$ cat config.mk
export PLATFORM = sky130hd
export DESIGN_NAME = dla_front
export DESIGN_NICKNAME = d
export VERILOG_FILES = /design/src/rtl/dla_pkg.sv /design/src/rtl/dla_ram.sv /design/src/rtl/dla_front.sv
export SDC_FILE = /design/constraint.sdc
export NUM_CORES = 2
export LEC_CHECK = 0
export BUFFER_PORTS_ARGS = -buffer_cell sky130_fd_sc_hd__buf_2
export CAP_MARGIN = 20
export CORE_ASPECT_RATIO = 1.5
export CORE_MARGIN = 10
export CORE_UTILIZATION = 60
export DETAILED_ROUTE_END_ITERATION = 12
export PLACE_DENSITY = 0.79
export SYNTH_ARGS = -nofsm -noshare
export SYNTH_HDL_FRONTEND = slang
export SYNTH_SLANG_ARGS = --single-unit
$ cat constraint.sdc
create_clock -name aclk -period 13.9 [get_ports aclk]
set_input_delay 0.695 -clock aclk [delete_from_list [all_inputs] [get_ports aclk]]
set_output_delay 0.695 -clock aclk [all_outputs]
set_load 0.01 [all_outputs]
$ cat src/rtl/dla_pkg.sv
package dla_pkg;

    // Fixed field widths of the stream words.
    localparam int STATE_W     = 6;
    localparam int BYTE_W      = 8;
    localparam int CLASS_W     = 8;
    localparam int LEN_W       = 17;
    localparam int BYTE_VALUES = 256;
    localparam int S_TDATA_W   = 32;
    localparam int M_TDATA_W   = 24;

    // Queue depths between the parts.
    localparam int CMD_DEPTH = 4;
    localparam int OUT_DEPTH = 2;

    // Defaults for the top-level parameters.
    localparam int STATE_COUNT_DEF = 64;
    localparam int CLASS_COUNT_DEF = 256;
    localparam int MAX_LENGTH_DEF  = 65536;

    // Command codes carried in tuser.
    typedef enum logic [1:0] {
        CMD_CHAR  = 2'd0,
        CMD_MAP   = 2'd1,
        CMD_TRANS = 2'd2,
        CMD_FINAL = 2'd3
    } cmd_e;

    // One class map entry.
    typedef struct packed {
        logic               valid;
        logic [CLASS_W-1:0] code;
    } map_entry_t;

    // One transition entry.
    typedef struct packed {
        logic               valid;
        logic [STATE_W-1:0] to;
    } trans_entry_t;

    // A word as it travels from the front to the back.
    typedef struct packed {
        cmd_e               cmd;
        logic [BYTE_W-1:0]  char_byte;
        logic               eos;
        logic [STATE_W-1:0] from_state;
        logic [CLASS_W-1:0] class_code;
        logic [STATE_W-1:0] to_state;
        logic               entry_valid;
        logic               final_flag;
        map_entry_t         map;
    } item_t;

    // One result word.
    typedef struct packed {
        logic [LEN_W-1:0] prefix_length;
        logic             accepted;
        logic             length_overflow;
    } result_t;

endpackage

$ cat src/rtl/dla_ram.sv
module dla_ram
    #(
        parameter int WIDTH = 8,
        parameter int DEPTH = 256
    )
    (
        input  logic                     aclk,
        input  logic                     we,
        input  logic [$clog2(DEPTH)-1:0] waddr,
        input  logic [WIDTH-1:0]         wdata,
        input  logic                     re,
        input  logic [$clog2(DEPTH)-1:0] raddr,
        output logic [WIDTH-1:0]         rdata
    );

    logic [WIDTH-1:0] mem [DEPTH];
    logic [WIDTH-1:0] rdata_reg;

    // One write port, one registered read port; a read returns the old data
    // when it meets a write to the same address.
    always_ff @(posedge aclk) begin
        if (we) begin
            mem[waddr] <= wdata;
        end
        if (re) begin
            rdata_reg <= mem[raddr];
        end
    end

    assign rdata = rdata_reg;

endmodule

$ cat src/rtl/dla_front.sv
module dla_front
    import dla_pkg::*;
    (
        input  logic              aclk,
        input  logic              aresetn,
        input  logic              clr_active,
        input  logic [BYTE_W-1:0] clr_addr,
        input  logic              in_valid,
        output logic              in_ready,
        input  item_t             in_item,
        input  logic              q_full,
        output logic              q_push,
        output item_t             q_data
    );

    logic       f_valid_reg, f_valid_next;
    item_t      f_item_reg, f_item_next;
    logic       accept;
    logic       map_we;
    logic [BYTE_W-1:0] map_waddr;
    map_entry_t map_wdata;
    logic       map_re;
    logic [$bits(map_entry_t)-1:0] map_rdata;

    assign accept   = in_valid && in_ready;
    assign q_push   = f_valid_reg && !q_full;
    assign in_ready = !clr_active && (!f_valid_reg || !q_full);

    // Class map writes finish here; every other word moves on to the queue.
    always_comb begin
        f_valid_next = f_valid_reg;
        f_item_next  = f_item_reg;
        if (accept) begin
            f_valid_next = (in_item.cmd != CMD_MAP);
            f_item_next  = in_item;
        end else if (q_push) begin
            f_valid_next = 1'b0;
        end
    end

    always_ff @(posedge aclk) begin
        if (!aresetn) begin
            f_valid_reg <= 1'b0;
        end else begin
            f_valid_reg <= f_valid_next;
        end
    end

    always_ff @(posedge aclk) begin
        f_item_reg <= f_item_next;
    end

    // Class map port: the clearing pass, then map writes; reads on characters.
    always_comb begin
        map_we    = clr_active || (accept && in_item.cmd == CMD_MAP);
        map_waddr = clr_active ? clr_addr : in_item.char_byte;
        map_wdata = clr_active ? map_entry_t'('0)
                               : map_entry_t'{valid: in_item.entry_valid,
                                              code: in_item.class_code};
        map_re    = accept && in_item.cmd == CMD_CHAR;
    end

    dla_ram #(
        .WIDTH ($bits(map_entry_t)),
        .DEPTH (BYTE_VALUES)
    ) u_class_map (
        .aclk  (aclk),
        .we    (map_we),
        .waddr (map_waddr),
        .wdata (map_wdata),
        .re    (map_re),
        .raddr (in_item.char_byte),
        .rdata (map_rdata)
    );

    // The looked-up class rides along with the character word.
    always_comb begin
        q_data     = f_item_reg;
        q_data.map = map_entry_t'(map_rdata);
    end

    // A stalled word and its looked-up class must hold until the queue takes it.
    a_stall_hold: assert property (@(posedge aclk) disable iff (!aresetn)
        f_valid_reg && q_full |=> f_valid_reg && $stable(f_item_reg))
        else $error("front word changed while stalled");

endmodule

Word level (Yosys, flattened, before mapping)
Memory sizes are Yosys's and may differ from the RTL's. A register that Yosys moved wholly into a read port is not among the register bits.
Index checks and enable logic that the tools add are counted.
- add/sub/neg operators: 0
- multiply operators: 0
- divide/modulo/power cells: 0
- $lt $le $gt $ge: 0
- equality and inequality tests: 2
- shift-type cells: 0
- muxes and demuxes: 6
- bitwise operators: 0
- reduce and logical (&&, ||, !) cells: 12
- operators by type and width (operator ; count):
    $mux W9 ; 1
    $mux W8 ; 1
    $logic_and A1 B1 Y1 ; 5
    $mux W1 ; 4
    $logic_not A1 Y1 ; 3
    $eq A2 B1 Y1 const B ; 1
    $logic_not A2 Y1 ; 1
    $logic_or A1 B1 Y1 ; 2
    $ne A2 B1 Y1 const B ; 1
    $reduce_bool A2 Y1 ; 1
- bits in registers: 34
- latch bits: 0
- bits in writable memories: 2304
- memory bits (read-only): 0
- input port bits: 55
- logic and storage cells: 30
- memories: 1
- memories (name ; depth ; width ; rd ports ; clocked after Yosys merged registers in ; write ports ; RTL line ; RTL):
    u_class_map.mem ; 256 ; 9 ; 1 ; 1 ; 1 ; dla_ram.sv:16 ; logic [WIDTH-1:0] mem [DEPTH];

Logic depth before layout (Yosys ltp)
- depth in word-level cells: 8
- mapped depth: 12
- gate-level depth less buffers: 7

Cells and area by module
Synthesis repeated with hierarchy kept, for this count alone.
- cell total of the unflattened synthesis: 4300
- area total of the unflattened synthesis: 90646.9 sq um
- modules (own cells, without submodules) (module ; times used ; cells an instance ; area an instance (sq um)):
    dla_ram ; 1 ; 4237 ; 89368.2
    dla_front ; 1 ; 63 ; 1278.7

Worst setup path before layout
Ideal clock, no wire load.
- kind: input port to flip-flop
- from: input port clr_active
- to: memory u_class_map.mem[0][0] (netlist name) (data pin)
- library setup time: 1446 ps
- data arrival time: 7325 ps
- required time: 12454 ps
- path slack: 5129 ps
- stages: 3
- path through: clkbuf_1 > clkbuf_1 > nor2b_1
- RTL lines (element ; RTL line ; RTL):
    from (decl) ; dla_front.sv:6 ; input logic clr_active,
    to (decl) ; dla_ram.sv:16 ;

==> impl_metrics.json <==
{
  "status": "finished, violations left",
  "violations": "max-slew violations",
  "crit_path_max_incr_delay_ps": 850,
  "regToRegSetupSlack_ps": 9480,
  "crit_start": "in_item[32]",
  "drc_errors": 0,
  "grt.overflow.total": 0,
  "crit_type": "in -> reg",
  "vias": 46400,
  "rsz0062_at_grt": "no",
  "postSynthAreaPerCell_um2": 20.9,
  "ys_seq_area_share_pct": 77.0,
  "cts_buffers": 198,
  "port_buffers": 89,
  "yosysMostFrequentCell": "edfxtp_1",
  "p_leak_uw": 0.0282,
  "fin_cells": 6711,
  "dp_cells": 6326,
  "crit-reg2reg-capture": "u_class_map.mem[87][3]",
  "grt_use_total_pct": 27.5,
  "path_cells": "buf_8 > buf_4 > buf_4 > buf_4 > mux4_2 > mux4_2 > and2_1 > o31ai_1 > a2111oi_2",
  "maxCapViolations": 0,
  "crit_arrival_ps": 5870,
  "dp_hpwl_mm": 136,
  "synth.distinct_cells": 69,
  "routed_wl_mm": 234,
  "required_ps": 14470,
  "crit_slowest_cell": "buf_4",
  "drive_above_1_share_pct": 21.3,
  "syn_nets": 4443,
  "grt_pass1_vias": 46800,
  "cts_setup_buffers": 0,
  "die_x_um": 339,
  "setup_viol": 0,
  "slew_violations": 1,
  "antenna_found_initial": 13,
  "synthArstFlopShare_pct": 0,
  "yosysTopAreaCell": "edfxtp_1",
  "largest_reg_flops": 2304,
  "synth-main-ff-cell": "edfxtp_1",
  "htreeDepth": 4,
  "die_h_um": 498,
  "clk_pin_slew_ps": 70,
  "grt_first_pass_wirelength_mm": 336,
  "num_rows": 175,
  "floorplan.die_area_um2": 169000,
  "hold_viol": 0,
  "r2r-start": "f_valid_reg",
  "ir_drop_mv": 0.119,
  "clock.fmax_mhz": 189,
  "period_share_pct": 38.1,
  "initial_utilization_pct": 60.3,
  "boundaryPins": 99,
  "root_buffer": "clkbuf_16",
  "wl_per_cell_um": 34.8,
  "clk_latency_ps": 860,
  "dpl_cell_area_um2": 93700,
  "synthTopCellsByCount": "edfxtp_1 (2346), mux4_2 (498), nor2_1 (300)",
  "yosys-top-cells-area": "edfxtp_1 (77%), mux4_2 (12%), mux2i_1 (2.6%)",
  "crit_path_start_kind": "primary input",
  "power.density_nw_per_um2": 139,
  "fin_setup_tns_ps": 0,
  "fin_crit_ps": 5300,
  "final_area_um2": 100000,
  "clock-sinks": 2347,
  "final_util_pct": 66.0,
  "fin_skew_ps": 42.8,
  "path_common_cell": "buf_4",
  "finalWeightedCongestion": 0.928,
  "worst_pin_slew_ps": 1510,
  "clockBufferDepth": 3,
  "netlist_instances": 4388,
  "crit_path_max_fanout": 68,
  "nFillCells": 9209,
  "worstRegToRegCells": 5,
  "synth_seq_cells": 2347,
  "drt-initial-drc-count": 6824,
  "grt_start_max_net_pins": 257,
  "area_growth_syn_to_layout_pct": 9.39,
  "synth_top_area_share_pct": 76.9,
  "endpoint_kind": "flip-flop",
  "firstDrtPassIters": 7,
  "synth_edf_count": 2346,
  "cts_tree": "done",
  "core_um2": 152000,
  "yosysWarnings": 0,
  "max-slew-margin-rel_pct": -0.538,
  "hp-class": "in -> reg",
  "endpoint": "u_class_map.rdata[8]",
  "final_nets": 4570,
  "vias_per_cell": 6.92,
  "postRouteAntennaNets": 0,
  "synth_area_um2": 91600
}
==> cells in the final DEF, fill, tap and decap left out, types with 12 or more instances in the layout <==
cell,synthesis,routed
a21oi_1,67,67
nand2b_1,14,12
o221ai_1,58,58
o22ai_1,71,71
buf_2,70,85
mux2_2,21,21
clkinv_1,1,50
bufinv_16,0,16
clkbuf_1,90,39
a22oi_1,29,29
mux4_2,498,498
o21ai_0,42,42
nor3_1,29,28
and2_1,24,24
nor2_1,300,300
nor2b_1,26,17
nand3_1,48,33
nand3_2,0,15
mux2i_1,234,234
a31oi_1,18,18
edfxtp_1,2346,2346
a211oi_1,37,37
dlygate4sd3_1,0,15
nand2_1,140,139
clkbuf_16,0,203
clkinv_2,0,30
buf_4,24,70
==> repair_timing <==
item / in CTS / in global routing
hold buffers: 15 / 0
endpoints found under the hold margin: 15 / 0
gates resized for setup: 0 / 0
==> cells by family after synthesis <==
| family | after synthesis | share of synthesized area [%] |
|---|---|---|
| AO/OA/AOI/OAI | 394 | 2.99 |
| AND/OR/NAND/NOR | 626 | 2.99 |
| flip-flops | 2347 | 77.0 |
| buffers and inverters | 266 | 1.96 |
| multiplexers | 755 | 15.1 |
==> stage by stage <==
step	worst slack [ps]	hold WS, ps	power [uW]
2_1_floorplan	5130	516	8430
3_3_place_gp	7630	546	8640
3_5_place_dp	7700	560	8660
4_1_cts	8610	1.25	14000
5_1_grt	8280	30.1	14200
6_report	8600	52.9	14000
==> worst max-delay path: cells and delay by family <==
kind / cells / cell delay, ps
AOI/OAI and AO/OA: 2 / 850
buffers and inverters: 4 / 2670
muxes: 2 / 1270
and+or+nand+nor: 1 / 200
==> how the worst min path moves through the flow <==
stage,cells after the start,end,startpoint
3_5_place_dp,2,f_valid_reg,f_valid_reg
4_1_cts,1,q_data[21],in_item[21]
6_report,1,q_data[10],in_item[10]
5_1_grt,1,q_data[10],in_item[10]
3_3_place_gp,2,f_valid_reg,f_valid_reg
2_1_floorplan,2,f_valid_reg,f_valid_reg
==> report_power, final <==
group	leakage [uW]	internal, uW	total [uW]	switching [uW]
combinational	0.00671	218	717	499
sequential	0.0185	7810	7820	6.37
clock	0.00303	2960	5430	2460
total	0.0282	11000	14000	2970
==> metal layers <==
layer	vias up	wire length [um]	track usage, %
met2	3331	114000	44.0
li1	18500	-	-
met4	10	18700	18.7
met3	761	25100	6.76
met1	23900	76000	33.1
met5	-	78	0
==> final cells by class <==
type                       count  area [um^2]  share of cell area [%]
antenna                        9         22.5                  0.0225
sequential                  2347        70500                    70.4
timing repair buffer         187         1400                    1.40
multi-input combinational   1775        19400                    19.4
inverter                       6         25.0                  0.0250
clock inverter               110         1000                    1.00
clock buffer                 242         5230                    5.22
tap                         2035         2550                    2.54
Note: power is estimated with default switching activity, not from simulation.
