## config.mk

```make
export PLATFORM = sky130hd
export DESIGN_NAME = dla_queue
export DESIGN_NICKNAME = d
export VERILOG_FILES = /design/src/rtl/dla_queue.sv
export SDC_FILE = /design/constraint.sdc
export NUM_CORES = 1
export LEC_CHECK = 0
export BUFFER_PORTS_ARGS = -buffer_cell sky130_fd_sc_hd__buf_2
export CAP_MARGIN = 0
export CORE_ASPECT_RATIO = 0.7
export CORE_MARGIN = 2
export CORE_UTILIZATION = 40
export CTS_BUF_LIST = sky130_fd_sc_hd__clkbuf_8
export DETAILED_ROUTE_END_ITERATION = 8
export PLACE_DENSITY = 0.62
export SLEW_MARGIN = 20
export SYNTH_ARGS = -nofsm -noshare
export SYNTH_HDL_FRONTEND = slang
export SYNTH_SLANG_ARGS = --single-unit
```

## constraint.sdc

```tcl
create_clock -name aclk -period 3.16 [get_ports aclk]
set_input_delay 0.474 -clock aclk [delete_from_list [all_inputs] [get_ports aclk]]
set_output_delay 0.474 -clock aclk [all_outputs]
set_load 0.005 [all_outputs]
```

## src/rtl/dla_queue.sv

```systemverilog
module dla_queue
    #(
        parameter int WIDTH = 8,
        parameter int DEPTH = 4
    )
    (
        input  logic                       aclk,
        input  logic                       aresetn,
        input  logic                       push,
        input  logic [WIDTH-1:0]           push_data,
        input  logic                       pop,
        output logic [WIDTH-1:0]           pop_data,
        output logic                       full,
        output logic                       empty,
        output logic [$clog2(DEPTH+1)-1:0] count
    );

    localparam int PW = $clog2(DEPTH);
    localparam int CW = $clog2(DEPTH + 1);

    logic [WIDTH-1:0] data_reg [DEPTH];
    logic [PW-1:0]    wr_ptr_reg, wr_ptr_next;
    logic [PW-1:0]    rd_ptr_reg, rd_ptr_next;
    logic [CW-1:0]    count_reg, count_next;
    logic             push_ok;
    logic             pop_ok;

    assign full     = (count_reg == CW'(DEPTH));
    assign empty    = (count_reg == '0);
    assign count    = count_reg;
    assign pop_data = data_reg[rd_ptr_reg];
    assign push_ok  = push && !full;
    assign pop_ok   = pop && !empty;

    // Pointer and fill count update.
    always_comb begin
        wr_ptr_next = wr_ptr_reg;
        rd_ptr_next = rd_ptr_reg;
        count_next  = count_reg;
        if (push_ok) begin
            wr_ptr_next = (wr_ptr_reg == PW'(DEPTH - 1)) ? '0 : wr_ptr_reg + PW'(1);
        end
        if (pop_ok) begin
            rd_ptr_next = (rd_ptr_reg == PW'(DEPTH - 1)) ? '0 : rd_ptr_reg + PW'(1);
        end
        if (push_ok && !pop_ok) begin
            count_next = count_reg + CW'(1);
        end else if (pop_ok && !push_ok) begin
            count_next = count_reg - CW'(1);
        end
    end

    always_ff @(posedge aclk) begin
        if (!aresetn) begin
            wr_ptr_reg <= '0;
            rd_ptr_reg <= '0;
            count_reg  <= '0;
        end else begin
            wr_ptr_reg <= wr_ptr_next;
            rd_ptr_reg <= rd_ptr_next;
            count_reg  <= count_next;
        end
    end

    // Storage needs no reset.
    always_ff @(posedge aclk) begin
        if (push_ok) begin
            data_reg[wr_ptr_reg] <= push_data;
        end
    end

endmodule

```

* Word-level counts from Yosys, hierarchy flattened
Memory sizes are Yosys's and may differ from the RTL's. A register that Yosys moved wholly into a read port is not among the register bits.
Index checks and enable logic that the tools add are counted.
** Cells by class
- $add $sub $neg :: 4
- Equal/unequal tests :: 3
- Mux-type cells :: 8
- Reduce and logical (&&, ||, !) cells :: 10
** Operator list (count)
- $mux 2 :: 4
- $mux 3 :: 2
- $add 2x1->2 const B :: 2
- $eq 2x2->1 const B :: 2
- $logic_and 1x1->1 :: 4
- $logic_not 1->1 :: 4
- $add 3x1->3 const B :: 1
- $eq 3x3->1 const B :: 1
- $logic_not 3->1 :: 1
- $sub 3x1->3 const B :: 1
- $mux 1 :: 2
- $reduce_bool 2->1 :: 1
** Storage, ports and cells
- Register bits :: 7
- Memory bits (writable) :: 32
- Input port bits :: 12
- Output and inout bits :: 13
- Memories :: 1
** Memory list
- data_reg :: depth 4, bits a word 8, read ports 1, clocked after memory_dff 1, write ports 1, line 21 : logic [WIDTH-1:0] data_reg [DEPTH];

* Longest topological paths before layout
Gate-level depths: netlist of run 1.
- Depth after elaboration :: 7
- Mapped depth :: 9

* Worst setup path before layout of run 1
OpenSTA, ideal clock, no wires.
- Path type :: reg-to-reg
- From :: register count_reg[0], in the netlist count[0]
- To :: register count_reg[2], in the netlist count[2]
- Setup time :: 0.076 ns
- Arrival :: 2.042 ns
- Slack :: 1.042 ns
- Stages on the path, launching flop included :: 8
- Buffers on the path :: 0
- Cells stage by stage :: dfxtp_1 -> o31ai_1 -> ha_1 -> inv_1 -> fa_1 -> xor2_1 -> or3_1 -> a21boi_0
** Between the ends
- Word-level cells in the longest chain between the ends :: 6
- Elaborated cells between the ends (all ways) :: 15
- Those cells by class :: 2 x add/sub; 1 x eq/ne; 2 x mux; 10 x reduce/logical
** RTL lines
- start, declared :: line 24 : logic [CW-1:0] count_reg, count_next;
- start signal, assigned :: line 61 : count_reg <= count_next;
- branches (longest 6 deep; another with $sub 3x1->3)
Parallel ways; which one is timed is not known. The select of a mux whose other input is x is not followed.
A chain may end at the register's enable or synchronous reset.

* Worst setup path after layout of run 1
Ends and elaborated chain as after synthesis.

==> summary.txt, run 1 <==
Run status
  • Outcome: complete, no violations

Route
  • Drt pass-1 iters: 6
  • Residual DRC count: 0
  • Avg WL per Cell: about 15 um
  • Routed vias: 860
  • WL final: between 2000 and 3000 um
  • Number of vias per cell: ~5
  • Initial drt markers: 27
  • Final ANT Viol Nets: 0

Min path
  • Min-delay worst type: in -> reg

Synth
  • Register area share after synthesis: 0.700
  • Synth Area in Compound Gates: 0.0184
  • Syn nets: between 100 and 150
  • Synthesized-area fraction occupied by adder cells: 0.0583
  • Post-synthesis xor/xnor area fraction: 0.0107
  • Asr flop ratio synth: 0
  • Post-synth top flop: edfxtp_1
  • Most frequent cell after synthesis: edfxtp_1
  • Synth unique cells: 23
  • Top cells by area, synth: edfxtp_1 59%, dfxtp_1 11%, mux4_2 11%
  • Syn Inst Count: 93
  • Number of synthesized flops with an enable pin: 32
  • Post-synth top cells: 32 x edfxtp_1, 9 x dfxtp_1, 8 x mux4_2
  • Post-Synth Simple-Gate Area: 0.0660
  • Post-synth top area share: 0.589
  • Largest family of logic cells by synthesized area: multiplexers
  • Post-synth top area cell: edfxtp_1
  • Mux share of post-synthesis cell area: 0.129
  • Avg Synthesized Cell Area: 17.5 um^2
  • Synth warnings: 0
  • Post-synthesis register bit count: 41
  • Post-Syn Area: 1630 um^2

Layout
  • Design Area, Final: approximately 1900 um^2
  • Register area: 1140 um^2
  • Layout cells sized above 1: 0.339
  • Non-Filler Instances: around 170
  • Final #Nets: 139
  • Area Growth Syn to Fin: 18.7%
  • N_diodes: 0
  • Multi-input gate area: ~460 um^2
  • Max reg flops: 32
  • Fillcell total: between 300 and 400

Global route
  • Total grt overflow: 0
  • GR Util All Layers: 0.128
  • Initial antenna violation count: 0
  • Largest net degree at the start of global routing: 15
  • Vias in the first global route: between 800 and 900
  • First-pass GRT wire length: 4230 um

STA
  • Setup TNS Final: 0 ns
  • Pins Over Slew Limit: 0
  • Slew @ Worst Pin: roughly 0.59 ns
  • RSZ-0062 raised after global routing: false
  • Hold Violations, Final: 0
  • Max Clk Rate: 420 MHz
  • Fin worst setup slack: around 0.78 ns
  • Rel. slew slack: 0.601
  • Final setup viols: 0
  • Final worst-path cycle share: 0.753
  • Final min period: between 2 and 2.5 ns
  • Clk_skew: 0.00605 ns

Placement
  • Number of port buffers: 24
  • GPL Wtd Cong: 0.717
  • Post-DP HPWL: 1800 um
  • Placed Cells: between 150 and 200
  • Area after DPL: 1800 um^2
  • Placement Setup Slack: 0.774 ns

CTS
  • PostCTS Resize Cnt: 0
  • Clk buf depth: 2
  • Setup Fix Bufs, Post-CTS: 0
  • Hold_buf cts: 0
  • Root Driver: clkbuf_8
  • Clock transition at path regs: 0.08 ns
  • Htree depth: 2
  • TritonCTS clock tree: yes
  • CTS Buf Count: 5
  • Clk sinks: 41
  • Worst skew pair latency: 0.28 ns

Floorplanning
  • # IOs: 25
  • Die W: 80.3 um
  • Row cnt: 19
  • Core area: approximately 3900 um^2
  • Total die area: about 4600 um^2
  • Starting Density: 0.416
  • Die height: 57.4 um

Worst setup path
  • Worst path required time: 3.38 ns
  • CP arrival: approximately 2.6 ns
  • Worst-path maximum fanout: 6
  • Crit end category: register
  • Crit path launch type: register
  • CP Class: reg -> reg

Run
  • # Max-Cap Violations: 0

Power
  • Max VDD drop: 300 uV
  • Pwr/cell area: 809 nW/um^2
  • Leak: 0.715 nW
[worst max-delay path, stage by stage (launching register included)]
cell and delay [ns]:
dfxtp_1 0.39, o31ai_1 0.56, ha_1 0.31, inv_1 0.06, fa_1 0.38, xor2_1 0.16
or3_1 0.30, a21boi_0 0.15
[cell type report]
cell class              instances  share of cell area
clock buffers                   5              0.0356
flip-flops and latches         41               0.590
clock inverters                 3              0.0356
multi-input cells              45               0.238
well taps                      52              0.0336
repair buffers                 24              0.0621
inverters                       3             0.00582
[cell usage in the layout (no fill, tap or decap)]
cell type | synthesis | layout
dfxtp_1 | 9 | 9
and2_1 | 5 | 5
nor2b_1 | 2 | 2
fa_1 | 1 | 1
inv_6 | 0 | 1
nor2_1 | 2 | 2
mux4_2 | 8 | 8
o21ai_0 | 3 | 3
a21boi_0 | 1 | 1
xnor2_1 | 1 | 1
o31ai_1 | 1 | 1
mux2i_1 | 3 | 3
inv_1 | 3 | 3
buf_2 | 2 | 24
bufinv_16 | 0 | 2
clkbuf_8 | 0 | 5
nand2_1 | 6 | 6
edfxtp_1 | 32 | 32
nor3b_2 | 1 | 1
xor2_1 | 1 | 1
ha_1 | 6 | 6
nor3_1 | 1 | 1
or3_1 | 1 | 1
nand3_1 | 2 | 2
[cell families after synthesis]
kind of cell / Yosys count
AO/OA/AOI/OAI: 5
flip-flops: 41
multiplexers: 11
XOR/XNOR: 2
AND/OR/NAND/NOR: 20
buffers and inverters: 7
adder cells (fa/ha/maj): 7
[metal layers]
metal / vias up / share of wire / track usage
met4: 0 / 0 / 0.0363
met3: 0 / 0.043 / 0.0427
li1: 401 / - / -
met1: 440 / 0.46 / 0.163
met5: - / 0 / 0
met2: 19 / 0.50 / 0.210
[metrics by stage]
step	hold slack (ns)	util	power [mW]
final	0.402	0.493	1.57
after detailed placement	0.515	0.458	1.09
after CTS	0.393	0.493	1.59
after global routing	0.385	0.493	1.66
after floorplan	0.468	-	0.962
after global placement	0.485	0.458	1.08
[path summary, 6_finish.rpt]
kind,slack (ns),cells past startpoint,endpoint,startpoint
setup / recovery,0.78,7,count[2],count[0]
hold reg to reg,0.52,2,wr_ptr_reg[1],wr_ptr_reg[1]
hold / removal,0.40,1,data_reg[0][2],push_data[2]
setup reg to reg,0.78,7,count[2],count[0]
[where the power goes]
part	internal, mW	switching [mW]
combinational	0.188	0.144
sequential	0.663	0.0764
clock	0.318	0.177
total	1.17	0.397
Note: power is estimated with default switching activity, not from simulation.
==> run 2: changes to the inputs <==
- PLACE_DENSITY: 0.62 -> 0.64
- clock period: 3.16 -> 2.1 ns (I/O delays scaled with it)
==> run 2 against run 1 <==
Net effect: die area unchanged; combinational power rose by 77%; fmax is 17% higher; final cell count rose by 2.9%; flip-flop and latch count unchanged; worst hold slack worse by 0.16 ns; sequential share of layout area down 0.60 points; clock power increased by 21%; via count increased by 0.70%; highest routed layer is now met4.
==> summary.txt, run 2 (synthesized netlist as in run 1, its figures left out) <==
Layout
  • Max reg flops: 32 (unchanged)
  • Post-layout util: 0.500 (+0.00670)
  • Area Growth Syn to Fin: 20.3%
  • N_diodes: 0 (unchanged)
  • Final #Nets: 144 (+3.6%)
  • Most frequent cells in the layout: 32 x edfxtp_1, 24 x buf_2, 8 x mux4_2, 6 x nand2_1, 6 x dfxtp_1
  • Non-Filler Instances: 178 (+2.9%)
  • Layout cells sized above 1: 0.389 (+0.0500)
  • Commonest non-fill, non-tap cell in the layout: edfxtp_1

Min path
  • Hold Path Depth: 1 (unchanged)
  • Hold Path End: data_reg[0][6]
  • Hold Crit Start: push_data[6]
  • Min-delay worst type: in -> reg

Global route
  • Grt peak-use layer: met2
  • Largest net degree at the start of global routing: 13 (-2)
  • Met1 GRT Util: 0.148 (-0.0158)
  • Total grt overflow: 0 (unchanged)
  • Routing usage on met2: 0.198 (-0.0119)
  • Initial antenna violation count: 0 (unchanged)
  • Vias in the first global route: 848 (-3.9%)
  • First-pass GRT wire length: 3970 um (-6.0%)
  • Grt met3 use: 0.0443 (+0.00158)
  • GR Util All Layers: 0.124 (-0.00304)

Route
  • Initial drt markers: 66 (+140%)
  • Residual DRC count: 0 (unchanged)
  • Avg WL per Cell: 14.1 um (-3.5%)
  • Routed vias: 866 (+0.70%)
  • Number of vias per cell: 4.87 (-2.1%)
  • Final ANT Viol Nets: 0 (unchanged)
  • WL final: 2510 um (-0.75%)
  • Drt pass-1 iters: 4 (-2)

Floorplanning
  • Die W: 80.3 um (unchanged)
  • Starting Density: 0.416 (unchanged)
  • Core area: 3920 um^2 (unchanged)
  • # IOs: 25 (unchanged)
  • Die height: 57.4 um (unchanged)
  • Total die area: 4610 um^2 (unchanged)
  • Row cnt: 19 (unchanged)

STA
  • Rel. slew slack: 0.704 (+0.103)
  • Slew @ Worst Pin: 0.444 ns (-0.149 ns)
  • Final min period: 2.03 ns (-0.353 ns)
  • Hold Violations, Final: 0 (unchanged)
  • Final setup viols: 0 (unchanged)
  • Final worst-path cycle share: 0.965 (+0.212)
  • Max Clk Rate: 493 MHz (+17%)
  • Pins Over Slew Limit: 0 (unchanged)
  • Clk_skew: 0.00776 ns (+0.00171 ns)

Placement
  • GPL Wtd Cong: 0.809 (+13%)
  • Number of port buffers: 24 (unchanged)
  • Post-DP HPWL: 1720 um (-4.0%)
  • Placed Cells: 169 (+2.4%)

Worst setup path
  • CP Class: reg -> reg
  • Crit path launch type: register
  • Crit end category: register
  • CP arrival: 2.25 ns (-0.35 ns)
  • Worst path required time: 2.32 ns (-1.06 ns)
  • Worst r2r src: count[2]
  • R2R depth: 8 (+1)
  • Worst-path maximum fanout: 6 (unchanged)
  • Reg2reg end: count[2]
  • FF-to-FF setup slack: 0.07 ns (-0.71 ns)

Power
  • Leak: 0.729 nW (+1.9%)
  • Max VDD drop: 442 uV (+47%)
  • Tot Pwr: 2.27 mW (+45%)
  • Pwr/cell area: 1160 nW/um^2 (+43%)

CTS
  • Clk sinks: 41 (unchanged)
  • Htree depth: 2 (unchanged)
  • Clk buf depth: 2 (unchanged)
  • Worst skew pair latency: 0.29 ns (about the same)
  • Root Driver: clkbuf_8
  • CTS Buf Count: 5 (unchanged)
  • Clock transition at path regs: 0.08 ns (about the same)
  • TritonCTS clock tree: yes

Run
  • # Max-Cap Violations: 0 (unchanged)

Run status
  • Outcome: complete, no violations
run 2: repair_timing:
action	4_1_cts	5_1_grt
setup endpoints to repair	0	1
buffers inserted	0	1
resized for setup	0	5
hold buffers	0	0
run 2: final cells by class:
cell class | instances | area (um^2)
fillers | 347 | 1960
flip-flops and latches | 41 | 1140
multi-input cells | 45 | 477
repair buffers | 29 | 158
clock buffers | 5 | 68.8
well taps | 52 | 65.1
clock inverters | 3 | 37.5
inverters | 3 | 11.3
run 2: worst max path at each step:
stage	endpoint	cells after the start	slack, ns	start
final	count[2]	8	0.07	count[2]
after global routing	count[2]	8	-0.04	count[2]
after floorplan	count[2]	9	0.05	count[0]
after CTS	count[2]	8	0.05	count[1]
after global placement	count[2]	7	0.16	count[1]
after detailed placement	count[2]	7	0.05	count[1]
run 2: through the flow:
step | TNS, ns | area, um^2 | setup WS (ns) | hold slack [ns]
final | 0 | 1960 | 0.0734 | 0.238
after global routing | -0.0417 | 1960 | -0.0417 | 0.226
after CTS | 0 | 1940 | 0.0451 | 0.225
after detailed placement | 0 | 1830 | 0.0534 | 0.511
after global placement | 0 | 1830 | 0.157 | 0.490
after floorplan | 0 | 1640 | 0.0458 | 0.414
run 2: report_power, final:
| part | internal [mW] | switching [mW] |
|---|---|---|
| clock | 0.346 | 0.251 |
| combinational | 0.329 | 0.260 |
| sequential | 1.00 | 0.0833 |
run 2: layer usage:
| metal | up-vias | wire [um] |
|---|---|---|
| met1 | 435 | 1080 |
| met3 | 5 | 117 |
| met5 | - | 0 |
| met4 | 0 | 53 |
| met2 | 16 | 1260 |
| li1 | 410 | - |
run 2: worst max-delay path, cell delays in order (launching register included):
cell      delay (ns)
dfxtp_2         0.35
nor3b_2         0.16
nor2b_1         0.18
ha_2            0.22
inv_1           0.05
fa_1            0.37
xor2_1          0.15
or3_1           0.30
a21boi_0        0.15
